<file path="src/two_slot_bound_table_update_core_assert.svh">
// Assertion macros for the bound table core.
`ifndef TWO_SLOT_BOUND_TABLE_UPDATE_CORE_ASSERT_SVH
`define TWO_SLOT_BOUND_TABLE_UPDATE_CORE_ASSERT_SVH
`ifndef SYNTHESIS
`define TBU_ASSERT(label, clk, rst_n, prop, msg) \
	label: assert property (@(posedge clk) disable iff (!rst_n) (prop)) else $error(msg);
`define TBU_ASSERT_R(label, clk, prop, msg) \
	label: assert property (@(posedge clk) (prop)) else $error(msg);
`else
`define TBU_ASSERT(label, clk, rst_n, prop, msg)
`define TBU_ASSERT_R(label, clk, prop, msg)
`endif
`endif

</file>
<file path="src/tbu_pkg.sv">
// Shared types and constants of the bound table core.
package tbu_pkg;
	localparam int TABLE_BITS   = 16;
	localparam int TABLE_SIZE   = 1 << TABLE_BITS;
	localparam int SCORE_LIMIT  = 64;
	localparam logic [7:0] NO_MOVE_CODE = 8'd255;
	localparam int SLOT_W       = 192;
	localparam int ENTRY_W      = 2 * SLOT_W;

	typedef logic [TABLE_BITS-1:0] idx_t;

	localparam logic [1:0] REQ_WINDOW  = 2'd0;
	localparam logic [1:0] REQ_ONESIDE = 2'd1;
	localparam logic [1:0] REQ_LOOKUP  = 2'd2;
	localparam logic [1:0] REQ_PROTECT = 2'd3;

	localparam logic [1:0] HALF_SHARED = 2'd0;
	localparam logic [1:0] HALF_BLACK  = 2'd1;
	localparam logic [1:0] HALF_WHITE  = 2'd2;

	localparam logic [1:0] CFG_SHARED_MODE = 2'd0;
	localparam logic [1:0] CFG_DATE_SB     = 2'd1;
	localparam logic [1:0] CFG_DATE_W      = 2'd2;

	typedef struct packed {
		logic [7:0]         date;
		logic [7:0]         depth;
		logic [7:0]         sel;
		logic [7:0]         move;
		logic signed [15:0] upper;
		logic signed [15:0] lower;
	} info_t;

	typedef struct packed {
		logic [63:0] kp;
		logic [63:0] ko;
		info_t       info;
	} slot_t;

	typedef struct packed {
		slot_t deep;
		slot_t newr;
	} entry_t;

	typedef struct packed {
		logic [1:0]         req;
		idx_t               idx;
		logic [7:0]         base;
		logic [63:0]        kp;
		logic [63:0]        ko;
		logic [7:0]         sel;
		logic [7:0]         depth;
		logic signed [15:0] alpha;
		logic signed [15:0] beta;
		logic signed [15:0] score;
		logic [7:0]         mv;
	} req_t;

	typedef struct packed {
		logic               found;
		logic signed [15:0] lower;
		logic signed [15:0] upper;
		logic [7:0]         move;
		logic [7:0]         depth;
		logic [7:0]         sel;
		logic [7:0]         date;
	} res_t;
endpackage

</file>
<file path="src/tbu_logic.sv">
// Entry modify logic: update, lookup and protect rules.
module tbu_logic (
	input  tbu_pkg::req_t   rq,
	input  tbu_pkg::entry_t ent,
	output tbu_pkg::entry_t nxt,
	output logic            wr,
	output tbu_pkg::res_t   res
);
	import tbu_pkg::*;

	localparam logic signed [15:0] SL = 16'(SCORE_LIMIT);

	// beta is 17 bits: a one-sided update with alpha at the top of the range
	// puts beta one above the 16-bit range
	function automatic info_t do_merge(info_t r, logic signed [15:0] s,
			logic signed [15:0] a, logic signed [16:0] b, logic [7:0] mv);
		info_t o;
		o = r;
		if (s < b && s < r.upper) o.upper = s;
		if (s > a) begin
			o.move = mv;
			if (s > r.lower) o.lower = s;
		end
		if (o.lower > o.upper) begin
			o.lower = (s > a) ? s : -SL;
			o.upper = (s < b) ? s : SL;
			o.move  = mv;
		end
		return o;
	endfunction

	function automatic logic merge_fix(info_t r, logic signed [15:0] s,
			logic signed [15:0] a, logic signed [16:0] b);
		logic signed [15:0] lo, up;
		lo = r.lower;
		up = r.upper;
		if (s < b && s < r.upper) up = s;
		if (s > a && s > r.lower) lo = s;
		return lo > up;
	endfunction

	always_comb begin
		logic               win, isd, isn;
		logic signed [16:0] b;
		logic [8:0]         d;
		info_t              dv, nv, mi;
		slot_t              fresh;
		win = (rq.req == REQ_WINDOW);
		isd = (rq.kp == ent.deep.kp) && (rq.ko == ent.deep.ko);
		isn = (rq.kp == ent.newr.kp) && (rq.ko == ent.newr.ko);
		dv  = ent.deep.info;
		nv  = ent.newr.info;
		mi  = dv;
		b   = win ? 17'(rq.beta) : 17'(rq.alpha) + 17'sd1;
		d   = {1'b0, rq.base};
		if (win && rq.alpha < rq.score && rq.score < rq.beta) d = d + 9'd1;
		fresh.kp          = rq.kp;
		fresh.ko          = rq.ko;
		fresh.info.depth  = rq.depth;
		fresh.info.sel    = rq.sel;
		fresh.info.move   = rq.mv;
		fresh.info.date   = d[7:0];
		fresh.info.lower  = (rq.score > rq.alpha) ? rq.score : -SL;
		fresh.info.upper  = (rq.score < b) ? rq.score : SL;
		nxt = ent;
		wr  = 1'b0;
		res = '0;
		res.move = NO_MOVE_CODE;
		case (rq.req)
			REQ_WINDOW, REQ_ONESIDE: begin
				wr = 1'b1;
				if (isd && rq.depth == dv.depth && rq.sel == dv.sel) begin
					mi = do_merge(dv, rq.score, rq.alpha, b, rq.mv);
					if (!(merge_fix(dv, rq.score, rq.alpha, b)) && win
							&& mi.lower == mi.upper && d == {1'b0, rq.base})
						d = d + 9'd1;
					mi.date = d[7:0];
					nxt.deep.info = mi;
				end else if (isn && rq.depth == nv.depth && rq.sel == nv.sel) begin
					mi = do_merge(nv, rq.score, rq.alpha, b, rq.mv);
					mi.date = d[7:0];
					if (mi.date > dv.date || (mi.date == dv.date && rq.depth > dv.depth)) begin
						nxt.newr = ent.deep;
						nxt.deep.kp = rq.kp;
						nxt.deep.ko = rq.ko;
						nxt.deep.info = mi;
					end else begin
						nxt.newr.info = mi;
					end
				end else if (isd || {1'b0, dv.date} < d || ({1'b0, dv.date} == d
						&& (dv.depth < rq.depth || (dv.depth == rq.depth && dv.sel < rq.sel)))) begin
					if (!isd && (isn || nv.date < dv.date || (nv.date == dv.date
							&& (nv.depth < dv.depth || (nv.depth == dv.depth && nv.sel <= dv.sel)))))
						nxt.newr = ent.deep;
					nxt.deep = fresh;
				end else begin
					nxt.newr = fresh;
				end
			end
			REQ_LOOKUP: begin
				if (isd || isn) begin
					mi = isd ? dv : nv;
					res = '{1'b1, mi.lower, mi.upper, mi.move, mi.depth, mi.sel, mi.date};
				end
			end
			default: begin
				if (isn || isd) begin
					if (isn) begin
						nxt.deep = ent.newr;
						nxt.newr = ent.deep;
					end
					mi = nxt.deep.info;
					if (mi.move != NO_MOVE_CODE) begin
						mi.date = 8'(rq.base + 8'd1);
						wr = 1'b1;
					end
					wr = wr | isn;
					nxt.deep.info = mi;
					res = '{1'b1, mi.lower, mi.upper, mi.move, mi.depth, mi.sel, mi.date};
				end
			end
		endcase
	end
endmodule

</file>
<file path="config.mk">
export PLATFORM = sky130hd
export DESIGN_NAME = tbu_logic
export DESIGN_NICKNAME = d
export VERILOG_FILES = /design/src/two_slot_bound_table_update_core_assert.svh /design/src/tbu_pkg.sv /design/src/tbu_logic.sv
export SDC_FILE = /design/constraint.sdc
export NUM_CORES = 2
export LEC_CHECK = 0
export BUFFER_PORTS_ARGS = -buffer_cell sky130_fd_sc_hd__buf_4
export CORE_AREA = 3 3 410 412
export DETAILED_ROUTE_END_ITERATION = 8
export DIE_AREA = 0 0 413 415
export PLACE_DENSITY = 0.31
export SLEW_MARGIN = 40
export SYNTH_ARGS = -nofsm -noshare
export SYNTH_HDL_FRONTEND = slang
export SYNTH_SLANG_ARGS = --single-unit
</file>
<file path="constraint.sdc">
create_clock -name vclk -period 9.7
set_input_delay 0 -clock vclk [all_inputs]
set_output_delay 0 -clock vclk [all_outputs]
set_load 0.01 [all_outputs]
</file>
==> results.py <==
metrics = {
    "floorplanning": {
        "placementRows": 149,
        "io_pins": 1060,
        "start_util_pct": 15.0,
        "coreArea_mm2": 0.165,
        "die_w_um": 413,
        "die_y_um": 415,
        "die-area_mm2": 0.171,
    },
    "global_route": {
        "grt_overflow": 0,
        "track_usage_pct": 29.9,
        "grt_antenna_before_repair": 85,
        "grt_pass1_wl_um": 354000,
        "grt_max_degree": 177,
        "grt_pass1_vias": 35800,
    },
    "power_and_ir_drop": {
        "p_leak_nw": 14.8,
        "vdd_drop_max_mv": 0.0553,
        "power_density_mw_per_mm2": 89.1,
    },
    "sta": {
        "fin_crit_sh_pct": 85.7,
        "tns_ps": 0,
        "setup_viol": 0,
        "final.setup.worst_slack_ps": 1390,
        "rsz0062_at_grt": "no",
        "max_freq_ghz": 0.120,
        "drv_slew": 0,
        "tightest_slew_ps": 935,
        "holdWs_ps": 356,
        "hold_viol": 0,
        "relSlewSlack_pct": 37.0,
        "layout_min_cycle_time_ps": 8310,
    },
    "routing": {
        "wl_per_cell_um": 37.7,
        "drtPass1Iterations": 7,
        "routed_wl_um": 272000,
        "drt_iter0_drc": 4514,
        "drc": 0,
        "vias": 38900,
        "via_per_inst": 5.38,
        "ant_nets": 0,
    },
    "min_path": {
        "hold_path_class": "in -> out",
    },
    "worst_setup_path": {
        "worstSetupPathType": "in -> out",
        "critPathLaunchType": "input pin",
        "worst_path_largest_cell_delay_ps": 620,
        "worstPathArrival_ps": 8310,
        "required_ps": 9700,
        "end_kind": "primary output",
        "cpMaxStageDelayCell": "o21ai_0",
        "path_max_fanout": 38,
        "cp_common_cell": "buf_4",
    },
    "placement": {
        "dpl_worst_slack_ps": 1520,
        "post_dp_cell_area_mm2": 0.0351,
        "io_buffers": 1044,
        "gp_congestion": 1.05,
        "dp_hpwl_um": 225000,
        "place_inst": 7184,
    },
    "final_layout": {
        "n_sequential_cell": 0,
        "fin_area_mm2": 0.0353,
        "nets": 5824,
        "seqCellArea_um2": 0,
        "multiInputGateArea_mm2": 0.0229,
        "area_growth_pct": 43.3,
        "drive_gt1_share_pct": 24.7,
        "clock_buffers": 0,
        "nFillCells": 19100,
        "layout.cells.non_filler": 7234,
    },
    "clocking": {
        "cts_resized": 0,
        "cts_hold_buf": 0,
        "cts_setup_buffers": 0,
    },
    "synth": {
        "syn-cell-area_mm2": 0.0246,
        "yosysSeqAreaShare_pct": 0,
        "synth.top_cells.by_count": "609 x nand2_1, 423 x nor2_1, 399 x a21oi_1, 351 x o21ai_0, 325 x clkbuf_1",
        "synth_top_area_cell": "ha_1",
        "postSynthCellCount": 4205,
        "syn_nets": 5029,
        "yosysWarnings": 0,
        "yosys.area.top_type_share_pct": 10.9,
        "synth_area_leaders": "ha_1 11%, nand2_1 9.3%, a21oi_1 8.1%",
        "syn_avg_cell_area_um2": 5.86,
        "yosysMostFrequentCell": "nand2_1",
        "ys_types": 72,
    },
    "job": {
        "cap_violations": 0,
    },
    "outcome": {
        "status": "completed",
    },
}
## critical path: cells and delay by family
kind                       cells  cell delay (ps)
AOI/OAI and AO/OA              7             2190
adders and majority gates      2              670
buffers and inverters          5             1480
and+or+nand+nor               10             3490
xor gates and xnor gates       1              380
## worst paths after layout
path,start,endpoint,cells past startpoint
hold / removal,ent[291],nxt[291],4
setup / recovery,rq[21],nxt[354],25
## power breakdown
part | internal [mW] | switching, mW | leakage (nW)
clock | 0.000000661 | 0 | 0.000298
sequential | 0 | 0 | 0
combinational | 1.09 | 2.06 | 14.8
total | 1.09 | 2.06 | 14.8
## layout by cell type, fill, tap and decap left out, types with 13 or more instances in the layout
master and count:
buf_4 1134, nand2_1 604, nor2_1 415, a21oi_1 398
o21ai_0 349, o22ai_1 293, ha_1 214, xnor2_1 181
nand3_1 171, inv_1 166, mux2i_1 123, xor2_1 118
nand4_1 90, o211ai_1 63, nor4_1 50, diode_2 47
a22oi_1 47, nor3_1 46, o221ai_1 44, a211oi_1 39
a31oi_1 37, o31ai_1 36, a221oi_1 33, nor2b_1 30
a21o_1 29, a311oi_1 27, o21a_1 19, and3_1 15
or2_2 14, nand2b_1 13, a311o_1 13
## final cells by class
cell class,instances,area share [%]
Timing Repair Buffer,1158,25.3
Multi-Input combinational cell,3672,64.8
Antenna cell,47,0.333
Inverter,168,1.79
Tap cell,2189,7.76
## kinds of logic after synthesis
group	after synthesis	synth area share, %
adders and majority gates	215	10.9
and+or+nand+nor	1508	26.9
AOI/OAI and AO/OA	1511	37.7
muxes	133	5.44
buffers and inverters	533	8.16
xor gates and xnor gates	305	10.8
## through the flow
stage	util [%]	power (mW)
6_report	21.4	3.15
5_1_grt	21.4	3.31
4_1_cts	21.3	3.11
3_5_place_dp	21.3	3.10
3_3_place_gp	21.2	3.09
2_1_floorplan	-	1.44
## metal layers
metal | wire length, µm | GRT usage (%) | part of all wire [%]
met4 | 9850 | 8.95 | 3.6
met3 | 22000 | 6.46 | 8.1
met2 | 129000 | 50.5 | 47
met5 | 126 | 0 | 0.046
met1 | 111000 | 37.7 | 41
Note: power is estimated with default switching activity, not from simulation.
