`src/two_slot_bound_table_update_core_assert.svh`:
```
// Assertion macros for the bound table core.
`ifndef TWO_SLOT_BOUND_TABLE_UPDATE_CORE_ASSERT_SVH
`define TWO_SLOT_BOUND_TABLE_UPDATE_CORE_ASSERT_SVH
`ifndef SYNTHESIS
`define TBU_ASSERT(label, clk, rst_n, prop, msg) \
	label: assert property (@(posedge clk) disable iff (!rst_n) (prop)) else $error(msg);
`define TBU_ASSERT_R(label, clk, prop, msg) \
	label: assert property (@(posedge clk) (prop)) else $error(msg);
`else
`define TBU_ASSERT(label, clk, rst_n, prop, msg)
`define TBU_ASSERT_R(label, clk, prop, msg)
`endif
`endif

```
`src/tbu_ram.sv`:
```
// Generic single-port-write, registered-read RAM.
module tbu_ram #(
	parameter int WIDTH = 8,
	parameter int DEPTH = 16
) (
	input  logic                     clk,
	input  logic                     we,
	input  logic [$clog2(DEPTH)-1:0] waddr,
	input  logic [WIDTH-1:0]         wdata,
	input  logic [$clog2(DEPTH)-1:0] raddr,
	output logic [WIDTH-1:0]         rdata
);
	logic [WIDTH-1:0] mem [DEPTH];

	always_ff @(posedge clk) begin
		if (we) begin
			mem[waddr] <= wdata;
		end
		rdata <= mem[raddr];
	end
endmodule

```
`config.mk`:
```
export PLATFORM = sky130hd
export DESIGN_NAME = tbu_ram
export DESIGN_NICKNAME = d
export VERILOG_FILES = /design/src/two_slot_bound_table_update_core_assert.svh /design/src/tbu_ram.sv
export SDC_FILE = /design/constraint.sdc
export NUM_CORES = 1
export LEC_CHECK = 0
export BUFFER_PORTS_ARGS = -buffer_cell sky130_fd_sc_hd__buf_2
export CORE_MARGIN = 2
export CORE_UTILIZATION = 30
export CTS_CLUSTER_DIAMETER = 30
export DETAILED_ROUTE_END_ITERATION = 12
export HOLD_SLACK_MARGIN = 0.12
export PLACE_DENSITY = 0.49
export SLEW_MARGIN = 20
export SYNTH_ARGS = -nofsm -noshare
export SYNTH_HDL_FRONTEND = slang
export SYNTH_SLANG_ARGS = --single-unit
```
`constraint.sdc`:
```
create_clock -name clk -period 2.1 [get_ports clk]
set_clock_uncertainty 0.1 [all_clocks]
set_input_delay 0.42 -clock clk [delete_from_list [all_inputs] [get_ports clk]]
set_output_delay 0.42 -clock clk [all_outputs]
set_load 0.01 [all_outputs]
```
==> results of run 1 <==
==> final timing paths <==
check | from | endpoint | slack, ps | cells past startpoint
setup / recovery | raddr[0] | rdata[1] | 500 | 5
hold / removal | wdata[1] | mem[3][1] | 290 | 1
setup reg to reg | mem[5][3] | rdata[3] | 570 | 3
hold reg to reg | mem[15][3] | rdata[3] | 570 | 3
==> area by class of cell <==
| cell class | count | area (um^2) | area share (%) |
|---|---|---|---|
| multi-input cells | 83 | 1057 | 16.82 |
| clock buffers | 24 | 511.7 | 8.139 |
| well taps | 220 | 275.3 | 4.378 |
| repair buffers | 48 | 347.8 | 5.532 |
| flip-flops and latches | 136 | 4004 | 63.68 |
| clock inverters | 8 | 91.34 | 1.453 |
==> critical path, cell delays in order <==
cell and delay [ps]:
buf_2 190, buf_12 170, mux4_1 560, a22oi_1 280, nand2_1 140
==> Yosys cell counts <==
cell type / count
nor2b_1: 1
nand2_1: 9
nor3_1: 4
and2_1: 1
clkdlybuf4s25_2: 3
nand3b_1: 2
dfxtp_1: 8
buf_4: 1
edfxtp_1: 128
buf_2: 3
mux4_2: 18
nor2_1: 13
or3b_2: 1
and2b_1: 1
mux4_1: 14
a22oi_1: 16
nand3_1: 1
buf_6: 3
nand2b_1: 2
==> layer usage <==
metal	vias to the layer above	track usage (%)	share of wire [%]	wire length, um
met2	61	19.12	48	5008
met4	0	4.514	1.2	123
met3	12	3.416	3.7	392
met5	-	0	0	0
li1	1086	-	-	-
met1	1273	17.46	47	4981
==> state kept, by name, summed over array words and instances (netlist names) <==
| name | cells |
|---|---|
| mem | 128 |
| rdata | 8 |
==> per-stage QoR <==
| stage | hold slack [ps] | worst slack, ps | area [um^2] | instances |
|---|---|---|---|---|
| floorplan | 418.9 | 87.13 | 5147 | 229 |
| global placement | 548.7 | 72.88 | 5684 | 487 |
| detailed placement | 557.9 | 83.76 | 5684 | 487 |
| CTS | 279.9 | 511.9 | 6287 | 519 |
| global route | 302.5 | 461.9 | 6287 | 519 |
| finish | 291.7 | 497.8 | 6287 | 519 |
==> logic make-up after synthesis <==
group	synth area share, %
flip-flops	77.78
AND/OR/NAND/NOR	3.184
multiplexers	15.02
AO/OA/AOI/OAI	2.334
buffers and inverters	1.677
==> power groups by stage <==
stage	Sequential [mW]	Combinational, mW	Clock [mW]
after global routing	3.06	0.332	3.10
final	3.05	0.302	2.94
after detailed placement	3.11	0.308	0
after CTS	3.05	0.309	3.00
after global placement	3.11	0.304	0
after floorplan	3.11	0.154	0
==> out/metrics.yaml, run 1 <==
layout:
  final_common_cell: "edfxtp_1"
  drive_above_1_share_pct: 32.44
  final_cell_mix: "edfxtp_1 (128), buf_2 (25), buf_4 (19)"
  nFillCells: 1555
  fin_nets: 304
  areaGrowthSynthToFinish_pct: 22.14
  post-route-util_pct: 37.65
  antenna_cells: 0
drt:
  ant_nets: 0
  vias: 2432
  drt_first_pass_iters: 5
  drc_errors: 0
  wl_per_cell_um: 20.24
  routed_wirelength_um: 10510
  via_per_inst: 4.686
  drt_iter0_drc: 253
timing:
  finalHoldViolCount: 0
  rsz0062_at_grt: "false"
  tns_ps: 0
  tightest_slew_ps: 402.5
  slew_headroom_pct: 73.17
  final-max-slew-violation-count: 0
  post-route-min-period_ps: 1602
  setup_viol: 0
  post-route-period-util_pct: 76.30
  fmax_ghz: 0.6241
floorplanning:
  pin_count: 26
  coreArea_mm2: 0.01670
  die_area_mm2: 0.01822
  placementRows: 47
  start_util_pct: 30.82
  die_x_um: 135.0
  dieHeight_um: 135.0
pwr:
  p_leak_nw: 2.133
  total_power_mw: 6.299
  power.density_mw_per_mm2: 1002
  ir_drop_mv: 0.6497
  p_switching_mw: 1.207
  p_comb_share_pct: 4.8
  seqPwrFrac_pct: 48.5
  internal_power_mw: 5.092
  switching_share_pct: 19.17
  clkPwrFrac_pct: 46.7
logic_synthesis:
  ys_warn_count: 0
  seq_area_frac_synth_pct: 77.78
  netlist_area_mm2: 0.005147
  ys_seq_elements: 136
  syn_inst: 229
  synth_cell_types: 19
  syn_avg_cell_area_um2: 22.48
  synth_top_area_share_pct: 74.67
  syn_nets: 247
  yosys-top-cells-area: "edfxtp_1 (75%), mux4_2 (7.9%), mux4_1 (7.1%)"
  synth.largest_area_cell: "edfxtp_1"
placement:
  gp_congestion: 0.7245
  place_hpwl_um: 6735
  io_buffer_count: 25
worst_setup_path:
  required_ps: 2270
  crit_fanout: 9
  endpoint_kind: "flip-flop"
  path_class: "primary input to flip-flop"
  critPathArrivalTime_ps: 1780
  setup.worst_path.start_class: "primary input"
global_routing:
  grt_pass1_wl_um: 16010
  antenna_found_initial: 0
  grt_max_degree: 33
  grtUsageTotal_pct: 12.58
  grt_remaining_overflow: 0
  grt_pass1_vias: 2568
clock_tree:
  numClockSinks: 136
  clk_path_buf_depth: 2
  htree_levels: 4
  cts.clk_slew.worst_paths_ps: 50
  cts_setup_buffers: 0
  cts_made_buffers: 17
  cts_tree: "yes"
  clockRootBuffer: "clkbuf_16"
  postCtsHoldBufs: 0
  worstSkewPairLatency_ps: 410
  cts_resized: 0
run:
  max_cap_violations: 0
hold_path:
  hold_path.class: "primary input to flip-flop"
outcome:
  status: "finished, final reports clean"
(Power assumes the default switching activity.)
==> run 2, diff against run 1 <==
--- a/config.mk
+++ b/config.mk
@@ -5,6 +5,7 @@
 export SDC_FILE = /design/constraint.sdc
 export NUM_CORES = 1
 export LEC_CHECK = 0
+export ABC_AREA = 1
 export BUFFER_PORTS_ARGS = -buffer_cell sky130_fd_sc_hd__buf_2
 export CORE_MARGIN = 2
 export CORE_UTILIZATION = 30
==> constraint.sdc (replaced) <==
create_clock -name clk -period 1.4 [get_ports clk]
set_clock_uncertainty 0.1 [all_clocks]
set_input_delay 0.28 -clock clk [delete_from_list [all_inputs] [get_ports clk]]
set_output_delay 0.28 -clock clk [all_outputs]
set_load 0.01 [all_outputs]
==> out/metrics.yaml, run 2 <==
floorplanning:
  placementRows: 50
  die_x_um: 142.6
  dieHeight_um: 142.6
  start_util_pct: 30.73
  die_area_mm2: 0.02035
  pin_count: 26
  coreArea_mm2: 0.01877
global_routing:
  antenna_found_initial: 0
  grtUsageTotal_pct: 14.93
  grt_pass1_vias: 3878
  grt_remaining_overflow: 0
  grt_max_degree: 23
  grt_pass1_wl_um: 21880
hold_path:
  min_from: "wdata[7]"
  min_path_cells: 1
  min_to: "mem[8][7]"
  hold_path.class: "primary input to flip-flop"
placement:
  place_hpwl_um: 9446
  gp_congestion: 0.8122
  io_buffer_count: 25
worst_setup_path:
  worst-path-stages: 1
  critPathMaxStageDelay_ps: 370
  r2r_cells: 6
  r2r_end: "rdata[1]"
  setup.worst_path.start_class: "flip-flop"
  endpoint_kind: "primary output"
  crit_chain: "buf_2"
  path_class: "flip-flop to primary output"
  path_buf_inv: 1
  critical-path-top-delay-family: "flip-flops"
  required_ps: 1020
  r2r-start: "mem[7][1]"
  critPathArrivalTime_ps: 950
  crit_slowest_cell: "dfxtp_1"
  rrSetupSlack_ps: 270
  crit_fanout: 1
logic_synthesis:
  synth_flop_cell: "edfxtp_1"
  synth.most_common_cell: "nand2_1"
  async_flop_share_pct: 0
  yosys-top-cells-area: "edfxtp_1 (67%), nand2_1 (11%), nand3_1 (8.4%)"
  synth.largest_area_cell: "edfxtp_1"
  syn_nets: 569
  ys_seq_elements: 136
  synth_cell_types: 12
  synth_common_cells: "nand2_1 (173), edfxtp_1 (128), inv_1 (100)"
  netlist_area_mm2: 0.005767
  ys_warn_count: 0
  synth-edff-count: 128
  synth_top_area_share_pct: 66.65
  syn_inst: 551
  seq_area_frac_synth_pct: 69.43
  syn_avg_cell_area_um2: 10.47
layout:
  drive_above_1_share_pct: 14.33
  final_common_cell: "nand2_1"
  largest_register_ff_count: 128
  fin_nets: 626
  final_cell_mix: "nand2_1 (173), edfxtp_1 (128), inv_1 (100)"
  max_flop_register: "mem"
  areaGrowthSynthToFinish_pct: 20.57
  largestRegisters: "mem: 128 flops, rdata: 8 flops"
  antenna_cells: 0
clock_tree:
  cts_setup_buffers: 0
  cts_tree: "yes"
  numClockSinks: 136
  clockRootBuffer: "clkbuf_16"
  cts.clk_slew.worst_paths_ps: 60
  clk_path_buf_depth: 2
  worstSkewPairLatency_ps: 420
  cts_resized: 0
  htree_levels: 4
  cts_made_buffers: 17
drt:
  wl_per_cell_um: 16.49
  vias: 3759
  ant_nets: 0
  wl_met2_um: 6801
  drt_iter0_drc: 379
  wl_met3_um: 594
  m1WireLength_um: 6481
  drc_errors: 0
  highest_layer: "met4"
  routed_wirelength_um: 14100
  drt_first_pass_iters: 4
  via_per_inst: 4.396
pwr:
  power.density_mw_per_mm2: 1368
  ir_drop_mv: 0.7482
  p_leak_nw: 3.015
timing:
  post-route-min-period_ps: 1330
  rsz0062_at_grt: "false"
  post-route-period-util_pct: 94.99
  final-max-slew-violation-count: 0
  finalHoldViolCount: 0
  tightest_slew_ps: 481.1
  slew_headroom_pct: 67.93
  tns_ps: 0
  hold_ws_ps: 197.8
  fmax_ghz: 0.7520
  setup_viol: 0
run:
  max_cap_violations: 0
outcome:
  status: "finished, final reports clean"
==> run 2: cell types whose count changed after synthesis, moves of 4 or more <==
cell and delta:
nand2_1 +164, nand3_1 +96, nor3_1 -4, buf_2 +10, a22oi_1 -16, mux4_2 -18
mux4_1 -14, inv_1 +100, nor2_1 +4
==> run 2: through the flow <==
step | util (%) | setup WS (ps) | area, um^2 | power [mW] | cells
CTS | 37.05 | 52.52 | 6953 | 9.624 | 855
detailed placement | 33.91 | -137.0 | 6364 | 5.307 | 822
global placement | 33.91 | -126.7 | 6364 | 5.304 | 822
floorplan | - | 69.16 | 5767 | 4.993 | 551
finish | 37.05 | 70.17 | 6953 | 9.510 | 855
global route | 37.05 | 40.58 | 6953 | 9.850 | 855
==> run 2: final cells by class <==
type / count / area [um^2]
Clock buffer: 29 / 540.5
Timing Repair Buffer: 62 / 480.5
Multi-Input combinational cell: 289 / 1214
Inverter: 102 / 382.9
Tap cell: 234 / 292.8
Sequential cell: 136 / 4004
Clock inverter: 3 / 38.79
Fill cell: 1882 / 11820
==> run 2: per-layer routing <==
layer | vias to the layer above | GRT usage, %
li1 | 1882 | -
met1 | 1790 | 19.45
met2 | 70 | 24.42
met3 | 17 | 3.689
met4 | 0 | 5.055
met5 | - | 0
==> run 2: how the worst max path moves through the flow <==
stage / to / from / slack [ps]
6_report: rdata[6] / rdata[6] / 70
5_1_grt: rdata[6] / rdata[6] / 40
4_1_cts: rdata[6] / rdata[6] / 50
3_5_place_dp: rdata[2] / raddr[0] / -140
3_3_place_gp: rdata[2] / raddr[0] / -130
2_1_floorplan: mem[4][0] / waddr[3] / 70
==> run 2: where the power goes <==
part	internal (mW)	switching, mW	leakage, nW
registers	4.56	0.0314	1.22
clock network	2.77	1.53	0.285
logic	0.210	0.420	1.51
==> run 2: cells by family after synthesis <==
| family | after synthesis | share of synthesized area [%] |
|---|---|---|
| buf+inv | 126 | 9.525 |
| flops | 136 | 69.43 |
| simple gates | 289 | 21.05 |
==> run 2: repair_timing <==
item,CTS,global route
hold buffers,1,0
setup endpoints to repair,0,0
hold endpoints to repair,3,0
==> run 3, diff against run 2 <==
--- a/config.mk
+++ b/config.mk
@@ -6,7 +6,7 @@
 export NUM_CORES = 1
 export LEC_CHECK = 0
 export ABC_AREA = 1
-export BUFFER_PORTS_ARGS = -buffer_cell sky130_fd_sc_hd__buf_2
+export BUFFER_PORTS_ARGS = -buffer_cell sky130_fd_sc_hd__buf_4
 export CORE_MARGIN = 2
 export CORE_UTILIZATION = 30
 export CTS_CLUSTER_DIAMETER = 30
==> out/metrics.yaml, run 3 (synthesis results as in run 2) <==
global_routing:
  grt_pass1_wl_um: 21610
  antenna_found_initial: 0
  grt_pass1_vias: 3794
  grt_max_degree: 44
  grt_remaining_overflow: 0
  grtUsageTotal_pct: 14.38
layout:
  fin_nets: 626
  finalNonFillerCells: 855
  nFillCells: 1864
  drive_above_1_share_pct: 14.33
  largestRegisters: "mem: 128 flops, rdata: 8 flops"
  final_common_cell: "nand2_1"
  max_flop_register: "mem"
  areaGrowthSynthToFinish_pct: 22.91
  largest_register_ff_count: 128
  antenna_cells: 0
  design_area_mm2: 0.007088
  final_cell_mix: "nand2_1 (173), edfxtp_1 (128), inv_1 (100)"
worst_setup_path:
  setup.worst_path.start_class: "flip-flop"
  required_ps: 1020
  critical-path-top-delay-family: "flip-flops"
  path_buf_inv: 1
  endpoint_kind: "primary output"
  critPathMaxStageDelay_ps: 370
  crit_fanout: 1
  critPathArrivalTime_ps: 930
  path_class: "flip-flop to primary output"
  crit_chain: "buf_4"
  crit_slowest_cell: "dfxtp_1"
clock_tree:
  htree_levels: 4
  postCtsHoldBufs: 6
  cts_made_buffers: 17
  cts_setup_buffers: 0
  numClockSinks: 136
  worstSkewPairLatency_ps: 410
  cts_tree: "yes"
  cts_resized: 0
  cts.clk_slew.worst_paths_ps: 60
  clk_path_buf_depth: 2
  clockRootBuffer: "clkbuf_16"
timing:
  post-route-min-period_ps: 1312
  post-route-period-util_pct: 93.75
  slew_headroom_pct: 81.28
  hold_ws_ps: 139.8
  rsz0062_at_grt: "false"
  fmax_ghz: 0.7619
  finalHoldViolCount: 0
  final-max-slew-violation-count: 0
  setup_viol: 0
  tightest_slew_ps: 279.9
hold_path:
  hold_path.class: "primary input to flip-flop"
placement:
  io_buffer_count: 25
  place_hpwl_um: 8866
  gp_congestion: 0.7804
  place_inst: 817
  placed_cell_area_mm2: 0.006401
drt:
  routed_wirelength_um: 13630
  vias: 3812
  drt_iter0_drc: 276
  wl_per_cell_um: 15.94
  via_per_inst: 4.458
  ant_nets: 0
  drc_errors: 0
  drt_first_pass_iters: 6
floorplanning:
  placementRows: 50
  coreArea_mm2: 0.01877
  dieHeight_um: 142.6
  die_area_mm2: 0.02035
  die_x_um: 142.6
  start_util_pct: 30.73
  pin_count: 26
outcome:
  status: "finished, final reports clean"
pwr:
  total_power_mw: 9.907
  p_leak_nw: 3.056
  ir_drop_mv: 0.7718
  power.density_mw_per_mm2: 1398
run:
  max_cap_violations: 0
[run 3: cell count changes in the layout (fill, tap and decap cells not counted), sizes merged, moves of 3 or more]
cell,change
dlygate4sd3,+5
clkinv,+5
buf,-5
clkbuf,-12
bufinv,+3
[run 3: final timing paths]
path	slack [ps]	startpoint	cells after the start	endpoint
min	140	wdata[3]	1	mem[1][3]
max reg2reg	320	mem[0][5]	6	rdata[5]
min reg2reg	580	mem[14][6]	6	rdata[6]
max	90	rdata[4]	1	rdata[4]
[run 3: stage by stage]
| step | setup slack, ps | setup TNS (ps) | util [%] |
|---|---|---|---|
| final | 87.52 | 0 | 37.77 |
| after floorplan | 69.16 | 0 | - |
| after CTS | 70.52 | 0 | 37.77 |
| after global placement | -51.44 | -1732 | 34.11 |
| after detailed placement | -64.88 | -1331 | 34.11 |
| after global routing | 56.75 | 0 | 37.77 |
[run 3: final cells by class]
| type | instances | area (um^2) | share of cell area (%) |
|---|---|---|---|
| Sequential cell | 136 | 4004 | 56.49 |
| Inverter | 102 | 382.9 | 5.402 |
| Clock inverter | 15 | 201.4 | 2.842 |
| Multi-Input combinational cell | 289 | 1214 | 17.12 |
| Tap cell | 234 | 292.8 | 4.131 |
| Clock buffer | 17 | 425.4 | 6.002 |
| Timing Repair Buffer | 62 | 568.0 | 8.014 |
[run 3: power breakdown]
group | internal (mW) | leakage, nW | switching [mW]
clock network | 2.99 | 0.301 | 1.70
registers | 4.55 | 1.22 | 0.0274
logic | 0.237 | 1.53 | 0.407
[run 3: metal layers]
| layer | GRT usage [%] | share of wire [%] |
|---|---|---|
| met1 | 19.45 | 47 |
| met2 | 22.72 | 47 |
| met3 | 3.253 | 4.3 |
| met4 | 5.263 | 1.6 |
| met5 | 0 | 0 |
